$ cat config.mk
export PLATFORM = sky130hd
export DESIGN_NAME = utf8_stream_decode_validate_unit
export DESIGN_NICKNAME = d
export VERILOG_FILES = /design/src/sv/utf8dv_pkg.sv /design/src/sv/utf8_stream_decode_validate_unit.sv /design/src/sv/utf8dv_job_fifo.sv /design/src/sv/utf8dv_front.sv /design/src/sv/utf8dv_back.sv
export SDC_FILE = /design/constraint.sdc
export NUM_CORES = 1
export LEC_CHECK = 0
export BUFFER_PORTS_ARGS = -buffer_cell sky130_fd_sc_hd__buf_2
export CORE_ASPECT_RATIO = 1.1
export CORE_MARGIN = 1
export CORE_UTILIZATION = 50
export DETAILED_ROUTE_END_ITERATION = 12
export PLACE_DENSITY = 0.67
export SYNTH_ARGS = -nofsm -noshare
export SYNTH_HDL_FRONTEND = slang
export SYNTH_SLANG_ARGS = --single-unit
$ cat constraint.sdc
create_clock -name clk_i -period 8.6 [get_ports clk_i]
set_input_delay 1.72 -clock clk_i [delete_from_list [all_inputs] [get_ports clk_i]]
set_output_delay 1.72 -clock clk_i [all_outputs]
set_load 0.01 [all_outputs]
$ cat src/sv/utf8dv_pkg.sv
// ----------------------------------------------------------------------------
// utf8dv_pkg
// Shared types and constants of the UTF-8 stream decoder and validator.
// ----------------------------------------------------------------------------
package utf8dv_pkg;

  localparam int OFFSET_BITS  = 32;
  localparam int CP_BITS      = 21;
  localparam int CNT_BITS     = 32;
  localparam int OUT_OFF_BITS = 32;
  localparam int JOB_DEPTH    = 4;
  localparam int JOB_PTR_BITS = $clog2(JOB_DEPTH);

  localparam logic [CP_BITS-1:0] REPL_CP    = 21'h00FFFD;
  localparam logic [CP_BITS-1:0] CP_MAX     = 21'h10FFFF;
  localparam logic [CP_BITS-1:0] SURR_LO    = 21'h00D800;
  localparam logic [CP_BITS-1:0] SURR_HI    = 21'h00DFFF;
  localparam logic [CP_BITS-1:0] MIN_CP_2   = 21'h000080;
  localparam logic [CP_BITS-1:0] MIN_CP_3   = 21'h000800;
  localparam logic [CP_BITS-1:0] MIN_CP_4   = 21'h010000;

  localparam logic [OFFSET_BITS-1:0] OFF_MAX = {OFFSET_BITS{1'b1}};
  localparam logic [CNT_BITS-1:0]    CNT_MAX = {CNT_BITS{1'b1}};

  // One accepted byte's worth of results: a run of replacement results
  // for the bytes of a failed sequence, then at most one main result.
  typedef struct packed {
    logic [2:0]              flush_cnt;
    logic [OFFSET_BITS-1:0]  flush_off;
    logic                    has_main;
    logic [CP_BITS-1:0]      main_cp;
    logic                    main_bad;
    logic [2:0]              main_len;
    logic [OFFSET_BITS-1:0]  main_off;
    logic [2:0]              total;
    logic [CNT_BITS-1:0]     base_idx;
    logic                    fin;
    logic                    text_valid;
    logic [OUT_OFF_BITS-1:0] first_bad;
  } job_t;

  function automatic logic [OUT_OFF_BITS-1:0] off_to_out(input logic [OFFSET_BITS-1:0] o);
    logic [63:0] t;
    t = 64'(o);
    return t[OUT_OFF_BITS-1:0];
  endfunction

endpackage

$ cat src/sv/utf8_stream_decode_validate_unit.sv
// ----------------------------------------------------------------------------
// utf8_stream_decode_validate_unit
// UTF-8 stream decoder and validator, one byte in per cycle.
// ----------------------------------------------------------------------------
// Input channel (in_valid_i / in_ready_o): one text byte per transfer, with
// final_byte_i set on the last byte of a text. The classifier handles a byte
// in its transfer cycle and writes its job, if any, into a four-entry queue.
// Output channel (out_valid_o / out_ready_i): one decoded codepoint or one
// U+FFFD replacement per transfer, with offsets, running index, and on the
// last result of a text the validity summary.
// Path: a result's job is registered in the job queue, then in the
// sequencer's current-job register, which drives the outputs.
// Throughput: one byte per cycle and one result per cycle; a byte that breaks
// a long sequence can produce up to four results, which the sequencer drains
// one per cycle, so input stalls only once the job queue is full.
// Receiver stall: the current result holds steady; bytes keep being taken
// until the queue fills, then in_ready_o drops.
// Reset: the queue empties and decoding starts a new text at offset 0; after
// every final byte, decoding also starts a new text at offset 0.
// ----------------------------------------------------------------------------
module utf8_stream_decode_validate_unit (
  input  logic        clk_i,
  input  logic        rst_ni,
  input  logic        in_valid_i,
  output logic        in_ready_o,
  input  logic [7:0]  byte_value_i,
  input  logic        final_byte_i,
  output logic        out_valid_o,
  input  logic        out_ready_i,
  output logic [20:0] codepoint_o,
  output logic        malformed_o,
  output logic [2:0]  seq_bytes_o,
  output logic [31:0] seq_offset_o,
  output logic [31:0] cp_index_o,
  output logic        run_last_o,
  output logic        text_end_o,
  output logic        text_valid_o,
  output logic [31:0] first_bad_offset_o
);
  import utf8dv_pkg::*;

  job_t push_job, pop_job;
  logic push_valid, push_ready;
  logic pop_valid, pop_ready;

  utf8dv_front u_front (
    .clk_i        (clk_i),
    .rst_ni       (rst_ni),
    .in_valid_i   (in_valid_i),
    .in_ready_o   (in_ready_o),
    .byte_value_i (byte_value_i),
    .final_byte_i (final_byte_i),
    .job_valid_o  (push_valid),
    .job_ready_i  (push_ready),
    .job_o        (push_job)
  );

  utf8dv_job_fifo u_fifo (
    .clk_i        (clk_i),
    .rst_ni       (rst_ni),
    .push_valid_i (push_valid),
    .push_ready_o (push_ready),
    .push_data_i  (push_job),
    .pop_valid_o  (pop_valid),
    .pop_ready_i  (pop_ready),
    .pop_data_o   (pop_job)
  );

  utf8dv_back u_back (
    .clk_i              (clk_i),
    .rst_ni             (rst_ni),
    .job_valid_i        (pop_valid),
    .job_ready_o        (pop_ready),
    .job_i              (pop_job),
    .out_valid_o        (out_valid_o),
    .out_ready_i        (out_ready_i),
    .codepoint_o        (codepoint_o),
    .malformed_o        (malformed_o),
    .seq_bytes_o        (seq_bytes_o),
    .seq_offset_o       (seq_offset_o),
    .cp_index_o         (cp_index_o),
    .run_last_o         (run_last_o),
    .text_end_o         (text_end_o),
    .text_valid_o       (text_valid_o),
    .first_bad_offset_o (first_bad_offset_o)
  );

endmodule

$ cat src/sv/utf8dv_job_fifo.sv
// ----------------------------------------------------------------------------
// utf8dv_job_fifo
// Small job queue between the byte classifier and the result sequencer.
// ----------------------------------------------------------------------------
module utf8dv_job_fifo (
  input  logic              clk_i,
  input  logic              rst_ni,
  input  logic              push_valid_i,
  output logic              push_ready_o,
  input  utf8dv_pkg::job_t  push_data_i,
  output logic              pop_valid_o,
  input  logic              pop_ready_i,
  output utf8dv_pkg::job_t  pop_data_o
);
  import utf8dv_pkg::*;

  job_t                  mem_q [JOB_DEPTH];
  logic [JOB_PTR_BITS-1:0] wptr_q, wptr_d;
  logic [JOB_PTR_BITS-1:0] rptr_q, rptr_d;
  logic [JOB_PTR_BITS:0]   cnt_q, cnt_d;
  logic                    push, pop;

  assign push_ready_o = (cnt_q != (JOB_PTR_BITS+1)'(JOB_DEPTH));
  assign pop_valid_o  = (cnt_q != '0);
  assign pop_data_o   = mem_q[rptr_q];
  assign push         = push_valid_i && push_ready_o;
  assign pop          = pop_valid_o && pop_ready_i;

  always_comb begin
    wptr_d = push ? wptr_q + 1'b1 : wptr_q;
    rptr_d = pop ? rptr_q + 1'b1 : rptr_q;
    cnt_d  = cnt_q;
    if (push && !pop) begin
      cnt_d = cnt_q + 1'b1;
    end else if (pop && !push) begin
      cnt_d = cnt_q - 1'b1;
    end
  end

  always_ff @(posedge clk_i or negedge rst_ni) begin
    if (!rst_ni) begin
      wptr_q <= '0;
      rptr_q <= '0;
      cnt_q  <= '0;
    end else begin
      wptr_q <= wptr_d;
      rptr_q <= rptr_d;
      cnt_q  <= cnt_d;
    end
  end

  always_ff @(posedge clk_i) begin
    if (push) begin
      mem_q[wptr_q] <= push_data_i;
    end
  end

endmodule

$ cat src/sv/utf8dv_front.sv
// ----------------------------------------------------------------------------
// utf8dv_front
// Byte classifier: tracks the open sequence; bytes with results become jobs.
// ----------------------------------------------------------------------------
module utf8dv_front (
  input  logic              clk_i,
  input  logic              rst_ni,
  input  logic              in_valid_i,
  output logic              in_ready_o,
  input  logic [7:0]        byte_value_i,
  input  logic              final_byte_i,
  output logic              job_valid_o,
  input  logic              job_ready_i,
  output utf8dv_pkg::job_t  job_o
);
  import utf8dv_pkg::*;

  logic [1:0]             pend_q, pend_d;
  logic [2:0]             width_q, width_d;
  logic [CP_BITS-1:0]     part_q, part_d;
  logic [OFFSET_BITS-1:0] start_q, start_d;
  logic [OFFSET_BITS-1:0] pos_q, pos_d;
  logic [CNT_BITS-1:0]    rcnt_q, rcnt_d;
  logic                   err_q, err_d;
  logic [OFFSET_BITS-1:0] errpos_q, errpos_d;

  logic                   accept;
  logic                   is_cont;
  logic                   fresh;
  logic [2:0]             held;
  logic [CP_BITS-1:0]     part_new;
  logic                   overlong;
  logic                   scalar;
  logic [2:0]             lead_w;
  logic [CP_BITS-1:0]     lead_bits;
  logic [OFFSET_BITS:0]   pos_sum;
  logic [CNT_BITS:0]      cnt_sum;
  job_t                   job;

  assign in_ready_o  = job_ready_i;
  assign accept      = in_valid_i && in_ready_o;
  assign job_valid_o = accept && (job.total != 3'd0);
  assign job_o       = job;
  assign is_cont     = (byte_value_i[7:6] == 2'b10);

  always_comb begin
    held      = 3'(pend_q) + 3'd1;
    part_new  = {part_q[CP_BITS-7:0], byte_value_i[5:0]};
    overlong  = ((width_q == 3'd2) && (part_new < MIN_CP_2)) ||
                ((width_q == 3'd3) && (part_new < MIN_CP_3)) ||
                ((width_q == 3'd4) && (part_new < MIN_CP_4));
    scalar    = (part_new <= CP_MAX) && ((part_new < SURR_LO) || (part_new > SURR_HI));
    lead_w    = 3'd0;
    lead_bits = '0;
    if (byte_value_i[7:5] == 3'b110) begin
      lead_w    = 3'd2;
      lead_bits = CP_BITS'(byte_value_i[4:0]);
    end else if (byte_value_i[7:4] == 4'b1110) begin
      lead_w    = 3'd3;
      lead_bits = CP_BITS'(byte_value_i[3:0]);
    end else if (byte_value_i[7:3] == 5'b11110) begin
      lead_w    = 3'd4;
      lead_bits = CP_BITS'(byte_value_i[2:0]);
    end
  end

  always_comb begin
    pend_d   = pend_q;
    width_d  = width_q;
    part_d   = part_q;
    start_d  = start_q;
    pos_d    = pos_q;
    rcnt_d   = rcnt_q;
    err_d    = err_q;
    errpos_d = errpos_q;
    job      = '0;
    fresh    = 1'b1;
    pos_sum  = {1'b0, pos_q} + 1'b1;
    cnt_sum  = '0;

    job.flush_off = start_q;
    job.base_idx  = rcnt_q;
    job.fin       = final_byte_i;

    if (pend_q != 2'd0) begin
      if (is_cont) begin
        fresh  = 1'b0;
        part_d = part_new;
        if (held >= width_q) begin
          if (!overlong && scalar) begin
            job.has_main = 1'b1;
            job.main_cp  = part_new;
            job.main_len = width_q;
            job.main_off = start_q;
          end else begin
            job.flush_cnt = width_q;
          end
          pend_d = 2'd0;
        end else if (final_byte_i) begin
          job.flush_cnt = held;
          pend_d        = 2'd0;
        end else begin
          pend_d = held[1:0];
        end
      end else begin
        job.flush_cnt = 3'(pend_q);
        pend_d        = 2'd0;
      end
    end

    if (fresh) begin
      if (!byte_value_i[7]) begin
        job.has_main = 1'b1;
        job.main_cp  = CP_BITS'(byte_value_i);
        job.main_len = 3'd1;
        job.main_off = pos_q;
      end else if ((lead_w == 3'd0) || final_byte_i) begin
        job.has_main = 1'b1;
        job.main_cp  = REPL_CP;
        job.main_bad = 1'b1;
        job.main_len = 3'd1;
        job.main_off = pos_q;
      end else begin
        pend_d  = 2'd1;
        width_d = lead_w;
        part_d  = lead_bits;
        start_d = pos_q;
      end
    end

    job.total = job.flush_cnt + 3'(job.has_main);

    // first bad offset: flushed bytes come ahead of the main result
    if (!err_q) begin
      if (job.flush_cnt != 3'd0) begin
        err_d    = 1'b1;
        errpos_d = start_q;
      end else if (job.has_main && job.main_bad) begin
        err_d    = 1'b1;
        errpos_d = pos_q;
      end
    end
    job.text_valid = final_byte_i && !err_d;
    job.first_bad  = (final_byte_i && err_d) ? off_to_out(errpos_d) : '0;

    cnt_sum = {1'b0, rcnt_q} + (CNT_BITS+1)'(job.total);
    rcnt_d  = cnt_sum[CNT_BITS] ? CNT_MAX : cnt_sum[CNT_BITS-1:0];
    pos_d   = pos_sum[OFFSET_BITS] ? OFF_MAX : pos_sum[OFFSET_BITS-1:0];

    if (final_byte_i) begin
      pend_d   = 2'd0;
      width_d  = 3'd1;
      part_d   = '0;
      start_d  = '0;
      pos_d    = '0;
      rcnt_d   = '0;
      err_d    = 1'b0;
      errpos_d = '0;
    end
  end

  always_ff @(posedge clk_i or negedge rst_ni) begin
    if (!rst_ni) begin
      pend_q   <= 2'd0;
      width_q  <= 3'd1;
      part_q   <= '0;
      start_q  <= '0;
      pos_q    <= '0;
      rcnt_q   <= '0;
      err_q    <= 1'b0;
      errpos_q <= '0;
    end else if (accept) begin
      pend_q   <= pend_d;
      width_q  <= width_d;
      part_q   <= part_d;
      start_q  <= start_d;
      pos_q    <= pos_d;
      rcnt_q   <= rcnt_d;
      err_q    <= err_d;
      errpos_q <= errpos_d;
    end
  end

endmodule

$ cat src/sv/utf8dv_back.sv
// ----------------------------------------------------------------------------
// utf8dv_back
// Result sequencer: turns each job into its results, one per unstalled cycle.
// ----------------------------------------------------------------------------
module utf8dv_back (
  input  logic              clk_i,
  input  logic              rst_ni,
  input  logic              job_valid_i,
  output logic              job_ready_o,
  input  utf8dv_pkg::job_t  job_i,
  output logic              out_valid_o,
  input  logic              out_ready_i,
  output logic [20:0]       codepoint_o,
  output logic              malformed_o,
  output logic [2:0]        seq_bytes_o,
  output logic [31:0]       seq_offset_o,
  output logic [31:0]       cp_index_o,
  output logic              run_last_o,
  output logic              text_end_o,
  output logic              text_valid_o,
  output logic [31:0]       first_bad_offset_o
);
  import utf8dv_pkg::*;

  job_t                 cur_q, cur_d;
  logic                 vld_q, vld_d;
  logic [1:0]           k_q, k_d;
  logic                 is_last;
  logic                 is_flush;
  logic                 load;
  logic [OFFSET_BITS:0] off_sum;
  logic [CNT_BITS:0]    idx_sum;

  assign is_last     = (3'(k_q) == (cur_q.total - 3'd1));
  assign is_flush    = (3'(k_q) < cur_q.flush_cnt);
  assign load        = !vld_q || (out_ready_i && is_last);
  assign job_ready_o = load;
  assign out_valid_o = vld_q;

  always_comb begin
    cur_d = cur_q;
    vld_d = vld_q;
    k_d   = k_q;
    if (load) begin
      cur_d = job_i;
      vld_d = job_valid_i;
      k_d   = 2'd0;
    end else if (out_ready_i) begin
      k_d = k_q + 2'd1;
    end
  end

  always_comb begin
    off_sum = {1'b0, cur_q.flush_off} + (OFFSET_BITS+1)'(k_q);
    idx_sum = {1'b0, cur_q.base_idx} + (CNT_BITS+1)'(k_q);
    if (is_flush) begin
      codepoint_o  = REPL_CP;
      malformed_o  = 1'b1;
      seq_bytes_o  = 3'd1;
      seq_offset_o = off_to_out(off_sum[OFFSET_BITS] ? OFF_MAX : off_sum[OFFSET_BITS-1:0]);
    end else begin
      codepoint_o  = cur_q.main_cp;
      malformed_o  = cur_q.main_bad;
      seq_bytes_o  = cur_q.main_len;
      seq_offset_o = off_to_out(cur_q.main_off);
    end
    cp_index_o         = idx_sum[CNT_BITS] ? CNT_MAX : idx_sum[CNT_BITS-1:0];
    run_last_o         = is_last;
    text_end_o         = is_last && cur_q.fin;
    text_valid_o       = is_last && cur_q.text_valid;
    first_bad_offset_o = is_last ? cur_q.first_bad : '0;
  end

  always_ff @(posedge clk_i or negedge rst_ni) begin
    if (!rst_ni) begin
      vld_q <= 1'b0;
      k_q   <= 2'd0;
    end else begin
      vld_q <= vld_d;
      k_q   <= k_d;
    end
  end

  always_ff @(posedge clk_i) begin
    cur_q <= cur_d;
  end

endmodule

## Yosys cells after proc, flatten, opt, wreduce, memory -nomap -nowiden

Memories as Yosys holds them, arrays and structs flattened. A register that Yosys moved wholly into a read port is not among the register bits.
Index checks and enable logic that the tools add are counted.

- Bits of input ports: 13
- Register bits after elaboration: 165
- Word-level logic and storage cells: 154
- Output and inout bits: 126
- Bits in writable memories: 648
- Memories kept: 1

Memory list:

| name | depth | bits a word | read ports | clocked after Yosys merged registers in | wr ports | RTL line | text |
|---|---|---|---|---|---|---|---|
| u_fifo.mem_q | 4 | 162 | 1 | 1 | 1 | utf8dv_job_fifo.sv:17 | `job_t mem_q [JOB_DEPTH];` |

- Mux-type cells: 73
- Add/sub/neg operators: 12
- $lt $le $gt $ge: 8
- Eq/ne operators: 10
- Reductions and logical operators: 37

Operators by type and width:

| kind | count |
|---|---|
| 2-to-1 mux 32 bit | 17 |
| 2-to-1 mux 21 bit | 9 |
| 2-to-1 mux 35 bit | 5 |
| 2-to-1 mux 58 bit | 2 |
| 2-to-1 mux 22 bit | 5 |
| adder 32 x 2 -> 33 bit | 2 |
| 2-to-1 mux 3 bit | 16 |
| adder 32 x 1 -> 33 bit, second input constant | 1 |
| adder 32 x 3 -> 33 bit | 1 |
| > comparator 21 x 16 -> 1 bit, second input constant | 1 |
| less-or-equal comparator 21 bit, second input constant | 1 |
| less-than comparator 21 x 12 -> 1 bit, second input constant | 1 |
| less-than comparator 21 x 16 -> 1 bit, second input constant | 1 |
| less-than comparator 21 x 17 -> 1 bit, second input constant | 1 |
| less-than comparator 21 x 8 -> 1 bit, second input constant | 1 |
| 2-to-1 mux 2 bit | 9 |
| logical AND 1 bit | 17 |
| 2-to-1 mux 1 bit | 10 |
| nonzero test 2 bit | 5 |
| nonzero test 3 bit | 3 |
| adder 2 x 1 -> 2 bit, second input constant | 3 |
| equality test 3 x 2 -> 1 bit, second input constant | 2 |
| equality test 3 bit, second input constant | 2 |
| subtractor 3 x 1 -> 3 bit, second input constant | 2 |
| other kinds (15) | 23 |

## Depth between registers and ports, before layout

Gate-level depths: netlist of the first run.

- Word-level depth: 21
- Depth in mapped cells: 21
- Depth with buffers taken out: 19

## Hierarchy

A second synthesis of the first run with hierarchy kept.

- Cells, all modules: 2480
- Area total of the unflattened synthesis: 40590.2 um2

By module, submodules not included:

| module | sequential area each (um2) | area an instance (um2) | instances | cells each |
|---|---|---|---|---|
| utf8dv_job_fifo | 19633.8 | 23749.0 | 1 | 881 |
| utf8dv_front | 3729.8 | 9412.8 | 1 | 1033 |
| utf8dv_back | 4909.7 | 7428.4 | 1 | 566 |

## Worst setup path before layout of the first run

OpenSTA, ideal clock, no wires.

- Path type: input port to flip-flop
- Start: in byte_value_i[7]
- End: mem u_fifo.mem_q[2][0] (netlist bit), enable pin
- Path buffers: 0
- Library setup time: 540 ps
- Path slack: 852 ps
- Data required time: 8060 ps
- Stages on the path: 10
- Arrival: 7208 ps
- Path through: nor2b_1 -> nand2_1 -> nor3_1 -> inv_1 -> o21ai_1 -> ha_1 -> ha_1 -> xor2_1 -> o31a_4 -> and2_1

RTL lines:

| element | RTL line | text |
|---|---|---|
| start, declared | utf8_stream_decode_validate_unit.sv:26 | `input logic [7:0] byte_value_i,` |
| end, declared | utf8dv_job_fifo.sv:17 |  |

## Worst setup path after layout of the first run

- Start: reg u_back.k_q[1]
- End: out seq_offset_o[3]

- Cells in the longest elaborated chain, start to end: 3
- Elaborated cells on any way between the ends: 4
- Classes of those cells: add/sub (1); order compare (1); mux (2)

Ends and longest elaborated chain:

| element | RTL line | text |
|---|---|---|
| start, declared | utf8dv_back.sv:27 | `logic [1:0] k_q, k_d;` |
| start signal, assigned | utf8dv_back.sv:80 | `k_q <= k_d;` |
| adder 32 x 2 -> 33 bit | utf8dv_back.sv:54 | `off_sum = {1'b0, cur_q.flush_off} + (OFFSET_BITS+1)'(k_q);` |
| 2-to-1 mux 32 bit | utf8dv_back.sv:60 | `seq_offset_o = off_to_out(off_sum[OFFSET_BITS] ? OFF_MAX : off_sum[OFFSET_BITS-1:0]);` |
| 2-to-1 mux 32 bit * | utf8dv_back.sv:56 | `if (is_flush) begin` |
| end, declared | utf8_stream_decode_validate_unit.sv:33 | `output logic [31:0] seq_offset_o,` |

Every way passes the cells marked *; elsewhere a longest branch is shown, timed or not.

==> results of run 1 <==
## where the power goes
part	switching [W]	internal, W	leakage [nW]
Sequential	0.000360	0.00613	9.57
Clock	0.00175	0.00249	1.57
Combinational	0.00178	0.00125	4.18
Total	0.00389	0.00987	15.3
## through the flow
stage / instance area [um^2] / util [%] / instances / power [W]
floorplan: 39290 / - / 2362 / 0.008666
global placement: 41090 / 52.92 / 3424 / 0.009583
detailed placement: 41090 / 52.92 / 3424 / 0.009683
CTS: 44310 / 57.06 / 3603 / 0.01392
global route: 44310 / 57.06 / 3603 / 0.01433
finish: 44310 / 57.06 / 3603 / 0.01375
## worst paths after layout
kind	from	to	slack, ns	depth (start not counted)
hold / removal	u_fifo.cnt_q[2]	u_fifo.cnt_q[2]	0.51	1
setup reg to reg	u_front.pend_q[0]	u_front.rcnt_q[21]	1.85	19
min in group asynchronous	rst_ni	u_front.rcnt_q[29]	1.13	1
max in group asynchronous	rst_ni	u_front.start_q[7]	5.86	2
hold reg to reg	u_fifo.cnt_q[2]	u_fifo.cnt_q[2]	0.51	1
setup / recovery	u_back.k_q[1]	seq_offset_o[3]	1.41	10
## worst max-delay path: stages (launching register included)
cell	delay [ns]
sky130_fd_sc_hd__dfrtp_1	0.56
sky130_fd_sc_hd__inv_1	0.21
sky130_fd_sc_hd__fa_1	0.56
sky130_fd_sc_hd__nand3b_1	0.27
sky130_fd_sc_hd__or3_1	0.48
sky130_fd_sc_hd__nor2_1	0.66
sky130_fd_sc_hd__nand4_1	0.37
sky130_fd_sc_hd__nor2_1	0.19
sky130_fd_sc_hd__nand2_1	0.69
sky130_fd_sc_hd__a31oi_1	0.58
sky130_fd_sc_hd__buf_2	0.20
## layer usage
layer  vias to the layer above  global-route usage [%]
met3                       129                   2.907
li1                       9625                       -
met4                         0                   6.984
met5                         -                       0
met2                       666                   35.81
met1                     11230                   30.00
## Yosys cell counts, types with 3 or more instances
cell type / number
sky130_fd_sc_hd__a21o_1: 11
sky130_fd_sc_hd__nand2b_1: 8
sky130_fd_sc_hd__buf_4: 3
sky130_fd_sc_hd__edfxtp_1: 805
sky130_fd_sc_hd__nand3_1: 36
sky130_fd_sc_hd__o21a_1: 10
sky130_fd_sc_hd__nor3b_1: 3
sky130_fd_sc_hd__o21ai_1: 32
sky130_fd_sc_hd__a31o_2: 8
sky130_fd_sc_hd__a21oi_1: 101
sky130_fd_sc_hd__buf_2: 15
sky130_fd_sc_hd__mux2_2: 3
sky130_fd_sc_hd__and3_1: 33
sky130_fd_sc_hd__o31ai_1: 4
sky130_fd_sc_hd__or3_1: 18
sky130_fd_sc_hd__o22ai_1: 4
sky130_fd_sc_hd__mux4_2: 161
sky130_fd_sc_hd__nand4_1: 22
sky130_fd_sc_hd__nor3_1: 14
sky130_fd_sc_hd__a311oi_1: 5
sky130_fd_sc_hd__nand2_1: 133
sky130_fd_sc_hd__dfrtp_1: 158
sky130_fd_sc_hd__xnor2_1: 28
sky130_fd_sc_hd__a41o_1: 4
sky130_fd_sc_hd__fa_1: 4
sky130_fd_sc_hd__buf_1: 26
sky130_fd_sc_hd__clkbuf_1: 94
sky130_fd_sc_hd__xor2_1: 32
sky130_fd_sc_hd__a22oi_1: 63
sky130_fd_sc_hd__a31oi_1: 58
sky130_fd_sc_hd__nor4_1: 6
sky130_fd_sc_hd__o22a_1: 24
sky130_fd_sc_hd__inv_1: 33
sky130_fd_sc_hd__a211oi_1: 7
sky130_fd_sc_hd__nor2_1: 100
sky130_fd_sc_hd__nor2b_1: 41
sky130_fd_sc_hd__and2_1: 64
sky130_fd_sc_hd__and4_1: 12
sky130_fd_sc_hd__o21ai_0: 30
sky130_fd_sc_hd__ha_1: 22
sky130_fd_sc_hd__a22o_1: 79
sky130_fd_sc_hd__a41oi_1: 8
## logic make-up after synthesis
family | synth area share, %
DFF | 71.66
and+or+nand+nor | 6.739
AOI/OAI and AO/OA | 8.220
buffers and inverters | 1.739
muxes | 9.396
xor gates and xnor gates | 1.338
adders and majority gates | 0.9045
## area by class of cell
| cell class | instances | area [um^2] | share of cell area (%) |
|---|---|---|---|
| flip-flops and latches | 964 | 28160 | 63.55 |
| multi-input cells | 1226 | 10530 | 23.76 |
| clock buffers | 142 | 2748 | 6.201 |
| well taps | 1035 | 1295 | 2.923 |
| repair buffers | 166 | 982.2 | 2.217 |
| clock inverters | 37 | 471.7 | 1.065 |
| inverters | 33 | 123.9 | 0.2796 |
## state kept, by name (all words and copies together) (netlist names)
name,cells
u_back.cur_q,161
u_back.k_q,2
u_back.out_valid_o,1
u_fifo.cnt_q,3
u_fifo.mem_q,644
u_fifo.rptr_q,2
u_fifo.wptr_q,2
u_front.err_q,1
u_front.errpos_q,32
u_front.part_q,15
u_front.pend_q,2
u_front.pos_q,32
u_front.rcnt_q,32
u_front.start_q,32
u_front.width_q,3
## cell usage in the layout, fill, tap and decap left out, types with 36 or more instances in the layout
| cell | instances |
|---|---|
| sky130_fd_sc_hd__edfxtp_1 | 805 |
| sky130_fd_sc_hd__mux4_2 | 161 |
| sky130_fd_sc_hd__dfrtp_1 | 156 |
| sky130_fd_sc_hd__buf_2 | 137 |
| sky130_fd_sc_hd__nand2_1 | 131 |
| sky130_fd_sc_hd__a21oi_1 | 101 |
| sky130_fd_sc_hd__nor2_1 | 98 |
| sky130_fd_sc_hd__clkbuf_16 | 98 |
| sky130_fd_sc_hd__a22o_1 | 79 |
| sky130_fd_sc_hd__a22oi_1 | 63 |
| sky130_fd_sc_hd__and2_1 | 59 |
| sky130_fd_sc_hd__a31oi_1 | 58 |
| sky130_fd_sc_hd__nor2b_1 | 41 |
| sky130_fd_sc_hd__nand3_1 | 36 |
==> results.rst, run 1 <==
.. list-table::
   :header-rows: 1

   * - Metric
     - Value
   * - Run status
     - completed
   * - Ports
     - between 100 and 150
   * - Via-to-Cell Ratio
     - 6.009
   * - Cell type with the highest aggregate area in the netlist
     - sky130_fd_sc_hd__edfxtp_1
   * - Path class of the lowest-slack min-delay path
     - register to register
   * - Power density relative to cell area
     - a little over 300 nW/um^2
   * - Total DRC errors in the routed layout
     - 0
   * - Standard-cell rows
     - about 110
   * - Post-cts gate resize count
     - 0
   * - Initial standard-cell utilization of the core
     - between 50 and 60%
   * - Fraction of the yosys area taken by sequential cells
     - between 70% and 80%
   * - Leading cell types by total area after synthesis
     - sky130_fd_sc_hd__edfxtp_1 (62%), sky130_fd_sc_hd__dfrtp_1 (10%), sky130_fd_sc_hd__mux4_2 (9.2%), sky130_fd_sc_hd__a22o_1 (1.8%), sky130_fd_sc_hd__a21oi_1 (1.3%)
   * - Hold buffer count at cts
     - 0
   * - Worst skew pair latency
     - between 0.6 and 0.7 ns
   * - Maximum number of pins on one net before global-route repair
     - between 100 and 150
   * - Count of buffers added by post-CTS timing repair for setup
     - 0
   * - Time the final worst path needs with I/O delays and setup
     - slightly above 7 ns
   * - Slew @ Worst Pin
     - approximately 1.3 ns
   * - Fin crit share
     - 83.58%
   * - Setup crit end kind
     - primary output
   * - Data required time at the worst endpoint
     - 6.88 ns
   * - Wire length of the first global-routing pass
     - 131,900 um
   * - Synth Area per Inst
     - between 15 and 20 um^2
   * - Floorplan die area
     - 79,700 um^2
   * - Worst setup skew after layout
     - around 0.028 ns
   * - Yosys synthesis warning count
     - 0
   * - Async set or reset register ratio after synthesis
     - about 16%
   * - Pre-CTS setup slack
     - 1.153 ns
   * - Maximum level of the CTS H-tree
     - 3
   * - CTS tree
     - built
   * - Critical-path maximum fanout
     - 30
   * - Number of antenna violations at the first check in global routing
     - 0
   * - Horizontal die dimension
     - around 270 um
   * - Number of antenna cells inserted
     - 0
   * - Max Used Layer
     - met4
   * - Worst hold slack
     - 0.5054 ns
   * - RSZ-0062 raised after global routing
     - no
   * - Quantity of I/O buffers inserted on ports
     - between 100 and 150
   * - Proportion of layout cells with a drive suffix above 1
     - roughly a fifth
   * - Routed length on met1
     - approximately 37,000 um
   * - Area Overhead vs Synth
     - 12.79%
   * - Setup violators final
     - 0
   * - Number of flops mapped to enable cells by yosys
     - around 810
   * - Max transition margin
     - about 15%
   * - Clock root buffer
     - sky130_fd_sc_hd__clkbuf_16
   * - Cell area after technology mapping
     - ~39,000 um^2
   * - Yosys reg bits
     - between 900 and 1,000
   * - Remaining number of nets flagged by the antenna check after routing
     - 0
   * - Average detailed-routed wire length per instance
     - 23.79 um
   * - Clock-pin slew on the worst setup and hold paths
     - ~0.060 ns
   * - Number of fillers in the final layout
     - roughly 5,900
   * - First-pass DRT Iterations
     - 6
   * - Nets
     - roughly 2,500
   * - Final number of max-transition violations
     - 0
   * - Length of routed met2 wiring
     - roughly 43,000 um
   * - Clock buffer count from CTS
     - 95
   * - Count of mapped cells out of synthesis
     - 2,362
   * - Nature of the critical path startpoint
     - register
   * - Post-synth cell types
     - 75
   * - Routed via count
     - roughly 22,000
   * - Core region area
     - roughly 78,000 um^2
   * - Signal arrival time at the worst endpoint
     - ~5.5 ns
   * - Max-cap violation count
     - 0
   * - Via count of the first global-routing pass
     - about 22,000
   * - Detailed route wirelength on metal3
     - about 4400 um
   * - Ys flop type
     - sky130_fd_sc_hd__edfxtp_1
   * - Post-route worst setup slack
     - between 1 and 1.5 ns
   * - Gpl congestion
     - roughly 0.80
   * - Final Hold Fails
     - 0
   * - Top cell type's share of synthesized area
     - 61.53%
   * - Maximum ir drop on the vdd rail
     - ~270 uV
   * - Critical path class
     - register to primary output
   * - Total grt overflow
     - 0
   * - Highest achievable clock rate
     - 139.1 MHz
   * - Setup TNS Final
     - 0 ns
   * - Sum of routed wire length over all layers
     - approximately 86,000 um
   * - Standby leakage power
     - approximately 15 nW
   * - Vertical die dimension
     - 296.0 um
   * - Clk sinks
     - a little under 1,000
   * - Number of nets in the synthesized netlist
     - ~2,400
   * - Maximum count of clock buffers along a single path
     - 3
   * - GRT Resource Usage Total
     - between 20% and 30%
   * - Post-DP HPWL
     - approximately 50,000 um
   * - Detailed router's first-iteration violation count
     - 1,969
Note: power is estimated with default switching activity, not from simulation.
==> inputs of run 2 (changes only) <==
- clock period: 8.6 -> 7 ns (I/O delays scaled with it)
==> results.rst, run 2 (synthesis results as in run 1) <==
.. list-table::
   :header-rows: 1

   * - Metric
     - Value
   * - Clock-pin slew on the worst setup and hold paths
     - 0.06 ns
   * - Maximum count of clock buffers along a single path
     - 3
   * - Total power
     - between 0.015 and 0.02 W
   * - Worst setup skew after layout
     - roughly 0.031 ns
   * - Signal arrival time at the worst endpoint
     - 4.90 ns
   * - Multi-input logic area
     - roughly 11,000 um^2
   * - Core region area
     - approximately 78,000 um^2
   * - Most common cell type on the critical path
     - sky130_fd_sc_hd__nor2_1
   * - Setup violators final
     - 0
   * - Max-cap violation count
     - 0
   * - Floorplan die area
     - 79,700 um^2
   * - Hold buffer count at cts
     - 0
   * - Part of the total power dissipated in combinational logic
     - 22.5%
   * - Summed area of non-filler cells in the final layout
     - roughly 44,000 um^2
   * - Number of buffers and inverters on the critical path
     - 2
   * - Highest-count cells in the layout ignoring fill and taps
     - sky130_fd_sc_hd__edfxtp_1 (805), sky130_fd_sc_hd__mux4_2 (161), sky130_fd_sc_hd__dfrtp_1 (156)
   * - Area Overhead vs Synth
     - 12.52%
   * - Maximum level of the CTS H-tree
     - 3
   * - Placed Area
     - 41,170 um^2
   * - Detailed router's first-iteration violation count
     - between 1,500 and 2,000
   * - First-pass DRT Iterations
     - 6
   * - Average detailed-routed wire length per instance
     - roughly 24 um
   * - Ports
     - around 140
   * - Critical path class
     - register to primary output
   * - Gpl congestion
     - 0.8469
   * - Post-DP HPWL
     - ~52,000 um
   * - Horizontal die dimension
     - approximately 270 um
   * - Sw frac
     - 28.67%
   * - Highest achievable clock rate
     - between 150 and 200 MHz
   * - Standby leakage power
     - about 15 nW
   * - Path class of the lowest-slack min-delay path
     - register to register
   * - Fin crit share
     - 90.06%
   * - Critical path's largest stage delay
     - 0.64 ns
   * - Via-to-Cell Ratio
     - 6.039
   * - Final number of max-transition violations
     - 0
   * - Sum of routed wire length over all layers
     - around 87,000 um
   * - Worst hold slack
     - 0.4909 ns
   * - Clock root buffer
     - sky130_fd_sc_hd__clkbuf_16
   * - Maximum number of pins on one net before global-route repair
     - 138
   * - Standard-cell rows
     - 107
   * - Power density relative to cell area
     - about 380 nW/um^2
   * - Registers with the most flip-flops
     - u_fifo.mem_q (644), u_back.cur_q (161)
   * - Nature of the critical path startpoint
     - register
   * - Critical-path maximum fanout
     - 30
   * - Proportion of layout cells with a drive suffix above 1
     - between 20% and 30%
   * - Final Hold Fails
     - 0
   * - Number of fillers in the final layout
     - just under 6,000
   * - Cell internal power dissipation
     - roughly 0.012 W
   * - Post-cts gate resize count
     - 0
   * - Time the final worst path needs with I/O delays and setup
     - 6.304 ns
   * - Data required time at the worst endpoint
     - roughly 5.6 ns
   * - Initial standard-cell utilization of the core
     - approximately half
   * - Largest delay contributor family on the critical path
     - simple AND/OR/NAND/NOR gates
   * - Critical path cell sequence
     - ha_1 -> inv_1 -> fa_1 -> nand3b_1 -> or3_1 -> nor2_1 -> nand4_1 -> nor2_1 -> nand2_1 -> a31oi_1 -> buf_2
   * - Run status
     - completed
   * - Setup TNS Final
     - 0 ns
   * - CTS tree
     - built
   * - Clock buffer count from CTS
     - 95
   * - Quantity of I/O buffers inserted on ports
     - 138
   * - Clk sinks
     - roughly 960
   * - Remaining number of nets flagged by the antenna check after routing
     - 0
   * - Nets
     - 2,533
   * - Clock network power share
     - slightly below 30%
   * - Max transition margin
     - 13.74%
   * - Via count of the first global-routing pass
     - approximately 22,000
   * - Area used by sequential logic in the layout
     - 28,160 um^2
   * - Most common cell after layout, fill and taps aside
     - sky130_fd_sc_hd__edfxtp_1
   * - GRT Resource Usage Total
     - 21.99%
   * - Wire length of the first global-routing pass
     - about 130,000 um
   * - Slowest-stage cell, CP
     - sky130_fd_sc_hd__nand2_1
   * - Maximum ir drop on the vdd rail
     - around 360 uV
   * - Register bank with the most flops
     - u_fifo.mem_q
   * - Count of buffers added by post-CTS timing repair for setup
     - 0
   * - Slew @ Worst Pin
     - around 1.3 ns
   * - Total grt overflow
     - 0
   * - Largest register FFs
     - between 600 and 700
   * - Worst skew pair latency
     - ~0.64 ns
   * - Total DRC errors in the routed layout
     - 0
   * - Setup crit end kind
     - primary output
   * - Routed via count
     - approximately 22,000
   * - Switching power
     - about 0.0048 W
   * - Number of antenna cells inserted
     - 0
   * - Number of antenna violations at the first check in global routing
     - 1
   * - Sequential cell fraction of total power
     - 47.7%
   * - Vertical die dimension
     - between 200 and 300 um
   * - RSZ-0062 raised after global routing
     - no
## run 2: cell count changes in the layout (fill, tap and decap cells not counted), moves of 2 or more
cell / previous run / this run
sky130_fd_sc_hd__inv_6: 1 / 3
sky130_fd_sc_hd__clkinv_4: 0 / 3
sky130_fd_sc_hd__buf_4: 22 / 29
sky130_fd_sc_hd__clkinv_1: 6 / 17
sky130_fd_sc_hd__clkbuf_8: 13 / 7
sky130_fd_sc_hd__clkinv_2: 13 / 22
sky130_fd_sc_hd__clkbuf_1: 31 / 19
sky130_fd_sc_hd__inv_16: 2 / 0
sky130_fd_sc_hd__bufinv_16: 9 / 5
## run 2: per-layer routing
layer	up-vias	wire (um)	GRT usage [%]
met5	-	0	0
met4	0	1639	5.668
met3	118	4530	2.955
met2	683	43840	37.37
met1	11370	37080	30.19
li1	9629	-	-
## run 2: worst reg2reg max path: stages (launching register included)
cell and delay, ns:
sky130_fd_sc_hd__dfrtp_1 0.46, sky130_fd_sc_hd__inv_1 0.09, sky130_fd_sc_hd__ha_1 0.34, sky130_fd_sc_hd__ha_1 0.20
sky130_fd_sc_hd__a21o_1 0.17, sky130_fd_sc_hd__a31oi_1 0.56, sky130_fd_sc_hd__nor3_2 0.12, sky130_fd_sc_hd__inv_1 0.15
sky130_fd_sc_hd__o21ai_1 0.27, sky130_fd_sc_hd__ha_1 0.31, sky130_fd_sc_hd__ha_1 0.41, sky130_fd_sc_hd__inv_1 0.10
sky130_fd_sc_hd__fa_1 0.41, sky130_fd_sc_hd__nand2b_1 0.20, sky130_fd_sc_hd__a21o_1 0.25, sky130_fd_sc_hd__nor4_4 0.42
sky130_fd_sc_hd__nand3_1 0.12, sky130_fd_sc_hd__buf_4 0.26, sky130_fd_sc_hd__and2_1 0.25, sky130_fd_sc_hd__a31oi_1 0.19
sky130_fd_sc_hd__o22a_1 0.17
## run 2: power by group through the flow
stage / sequential, W / clock [W] / combinational, W
finish: 0.00796 / 0.00495 / 0.00376
global route: 0.00805 / 0.00527 / 0.00409
detailed placement: 0.00808 / 0 / 0.00385
floorplan: 0.00793 / 0 / 0.00265
global placement: 0.00802 / 0 / 0.00380
CTS: 0.00797 / 0.00505 / 0.00386
## run 2: metrics by stage
step	cells	util (%)	setup WS [ns]
final	3610	56.93	0.6957
after global routing	3610	56.93	0.2887
after CTS	3610	56.93	0.5658
after detailed placement	3432	53.02	1.239
after global placement	3432	53.02	1.437
after floorplan	2362	-	1.362
## run 2: area by class of cell
type                            instances  area share, %
Clock inverter                         54         0.9398
Inverter                               33         0.2802
Sequential cell                       964          63.71
Timing Repair Buffer                  174          2.386
Multi-Input combinational cell       1226          23.83
Clock buffer                          124          5.927
Tap cell                             1035          2.930
## run 2: path summary, 6_finish.rpt
kind,startpoint,endpoint,slack [ns],cells past startpoint
min in group asynchronous,rst_ni,u_front.rcnt_q[27],0.75,1
min reg2reg,u_fifo.cnt_q[2],u_fifo.cnt_q[2],0.49,1
min,u_fifo.cnt_q[2],u_fifo.cnt_q[2],0.49,1
max,u_back.k_q[0],seq_offset_o[16],0.70,11
max in group asynchronous,rst_ni,u_front.errpos_q[7],4.92,2
max reg2reg,u_front.pend_q[0],u_front.rcnt_q[19],1.51,20
==> inputs of run 3 (changes only) <==
- PLACE_DENSITY: 0.67 -> 0.72
==> results.rst, run 3 (synthesis results as in run 1) <==
.. list-table::
   :header-rows: 1

   * - Metric
     - Value
   * - Worst setup skew after layout
     - slightly above 0.02 ns
   * - First-pass DRT Iterations
     - 6
   * - Setup crit end kind
     - primary output
   * - Critical path's largest stage delay
     - between 0.7 and 0.8 ns
   * - Maximum level of the CTS H-tree
     - 3
   * - Maximum number of pins on one net before global-route repair
     - between 100 and 150
   * - Worst Hold Depth
     - 1
   * - Multi-input logic area
     - about 11,000 um^2
   * - Proportion of layout cells with a drive suffix above 1
     - around a fifth
   * - Initial standard-cell utilization of the core
     - between 50 and 60%
   * - Time the final worst path needs with I/O delays and setup
     - 6.414 ns
   * - Endpoint of the worst register-to-register path
     - u_front.rcnt_q[7]
   * - Nets
     - approximately 2,500
   * - Max transition margin
     - between 10% and 20%
   * - Standard-cell rows
     - roughly 110
   * - Cell internal power dissipation
     - 0.01201 W
   * - Most common cell after layout, fill and taps aside
     - sky130_fd_sc_hd__edfxtp_1
   * - Final number of max-transition violations
     - 0
   * - Met2 layer usage reported by global route
     - 37.11%
   * - Detailed router's first-iteration violation count
     - 2,241
   * - Average detailed-routed wire length per instance
     - ~24 um
   * - Switching power
     - roughly 0.0048 W
   * - Registers with the most flip-flops
     - u_fifo.mem_q (644), u_back.cur_q (161)
   * - Max-cap violation count
     - 0
   * - Via count of the first global-routing pass
     - ~23,000
   * - Run status
     - completed
   * - Routed via count
     - 22,140
   * - Reg2Reg Launch Point
     - u_front.pend_q[0]
   * - Critical path class
     - register to primary output
   * - Layout Utilization
     - between 50% and 60%
   * - Register bank with the most flops
     - u_fifo.mem_q
   * - Part of the total power dissipated in combinational logic
     - about 22%
   * - Clock-pin slew on the worst setup and hold paths
     - around 0.07 ns
   * - Setup TNS Final
     - 0 ns
   * - Hold buffer count at cts
     - 0
   * - End point of the critical path
     - seq_offset_o[13]
   * - Slew @ Worst Pin
     - about 1.2 ns
   * - Clock root buffer
     - sky130_fd_sc_hd__clkbuf_16
   * - CTS tree
     - built
   * - RSZ-0062 raised after global routing
     - no
   * - Sw frac
     - between 20% and 30%
   * - Highest achievable clock rate
     - roughly 160 MHz
   * - Most common cell type on the critical path
     - sky130_fd_sc_hd__nor2_1
   * - Path class of the lowest-slack min-delay path
     - register to register
   * - Total DRC errors in the routed layout
     - 0
   * - Floorplan die area
     - roughly 80,000 um^2
   * - Area used by sequential logic in the layout
     - roughly 28,000 um^2
   * - Total power
     - 0.01681 W
   * - Data required time at the worst endpoint
     - 5.60 ns
   * - Largest register FFs
     - ~640
   * - Number of fillers in the final layout
     - 5,791
   * - Fin crit share
     - 91.62%
   * - Critical path cell sequence
     - ha_1 -> inv_1 -> fa_1 -> nand3b_1 -> or3_1 -> nor2_1 -> nand4_1 -> nor2_1 -> nand2_1 -> a31oi_1 -> buf_2
   * - Worst hold slack
     - between 0.4 and 0.5 ns
   * - Depth of the worst register-to-register path
     - 20
   * - Clk sinks
     - between 900 and 1,000
   * - Worst skew pair latency
     - roughly 0.66 ns
   * - Critical-path maximum fanout
     - 30
   * - Total instance count after detailed placement
     - between 3,000 and 4,000
   * - Clock buffer count from CTS
     - 91
   * - Count of buffers added by post-CTS timing repair for setup
     - 0
   * - Number of antenna violations at the first check in global routing
     - 0
   * - Remaining number of nets flagged by the antenna check after routing
     - 0
   * - Sum of routed wire length over all layers
     - between 80,000 and 90,000 um
   * - Post-DP HPWL
     - between 50,000 and 60,000 um
   * - Signal arrival time at the worst endpoint
     - 5.01 ns
   * - Highest-count cells in the layout ignoring fill and taps
     - sky130_fd_sc_hd__edfxtp_1 (805), sky130_fd_sc_hd__mux4_2 (161), sky130_fd_sc_hd__dfrtp_1 (156)
   * - Number of antenna cells inserted
     - 0
   * - Quantity of I/O buffers inserted on ports
     - around 140
   * - Maximum count of clock buffers along a single path
     - 3
   * - Total grt overflow
     - 0
   * - Beginning of the critical path
     - u_back.k_q[0]
   * - Power density relative to cell area
     - approximately 380 nW/um^2
   * - Register-to-Register Setup Slack
     - between 1 and 1.5 ns
   * - Slowest-stage cell, CP
     - sky130_fd_sc_hd__nand2_1
   * - Global-route layer with the greatest usage
     - met2
   * - Ports
     - about 140
   * - Horizontal die dimension
     - approximately 270 um
   * - Final cell count without fillers
     - about 3,600
   * - Post-cts gate resize count
     - 0
   * - Clock network power share
     - between 30% and 40%
   * - Met1 Usage GRT
     - between 20% and 30%
   * - Sequential cell fraction of total power
     - a little under half
   * - Standby leakage power
     - 15.32 nW
   * - Area Overhead vs Synth
     - 12.80%
   * - Setup violators final
     - 0
   * - Final Hold Fails
     - 0
   * - Global routing met3 resource utilization
     - between 3 and 4%
   * - Wire length of the first global-routing pass
     - roughly 130,000 um
   * - Core region area
     - about 78,000 um^2
   * - Vertical die dimension
     - between 200 and 300 um
   * - Maximum ir drop on the vdd rail
     - between 200 and 300 uV
   * - Nature of the critical path startpoint
     - register
   * - Gpl congestion
     - approximately 0.85
   * - GRT Resource Usage Total
     - a little over a fifth
   * - Via-to-Cell Ratio
     - between 6 and 7
[run 3: critical path, delay by kind of cell (launching register included)]
| kind | cells | cell delay [ns] |
|---|---|---|
| AOI/OAI and AO/OA | 1 | 0.63 |
| and+or+nand+nor | 6 | 2.15 |
| adders and majority gates | 2 | 0.72 |
| DFF | 1 | 0.56 |
| buffers and inverters | 2 | 0.27 |
[run 3: layout make-up]
class	count	share of cell area (%)
Clock buffer	116	5.508
Clock inverter	55	1.477
Inverter	33	0.2795
Multi-Input combinational cell	1226	23.78
Sequential cell	964	63.55
Tap cell	1035	2.922
Timing Repair Buffer	172	2.487
[run 3: how the worst min path moves through the flow]
stage,start,endpoint,slack (ns)
6_report,u_fifo.cnt_q[2],u_fifo.cnt_q[2],0.49
5_1_grt,u_fifo.cnt_q[2],u_fifo.cnt_q[2],0.52
4_1_cts,u_fifo.cnt_q[2],u_fifo.cnt_q[2],0.48
3_5_place_dp,u_fifo.cnt_q[2],u_fifo.cnt_q[2],0.47
3_3_place_gp,u_fifo.cnt_q[2],u_fifo.cnt_q[2],0.47
2_1_floorplan,u_fifo.cnt_q[2],u_fifo.cnt_q[2],0.46
[run 3: per-stage QoR]
stage | setup WS (ns) | instance area [um^2]
6_report | 0.5863 | 44320
3_3_place_gp | 1.245 | 41220
4_1_cts | 0.4512 | 44320
3_5_place_dp | 1.019 | 41220
2_1_floorplan | 1.362 | 39290
5_1_grt | 0.3214 | 44320
[run 3: power groups by stage]
stage               Sequential, W  Clock, W  Combinational, W
global placement          0.00804         0           0.00374
floorplan                 0.00793         0           0.00265
detailed placement        0.00812         0           0.00380
finish                    0.00800   0.00507           0.00374
CTS                       0.00801   0.00515           0.00383
global route              0.00810   0.00535           0.00404
[run 3: layer usage]
metal	routed length [um]	part of all wire [%]
met5	0	0
met4	2410	2.8
met3	5123	5.9
met2	43620	50
met1	35630	41
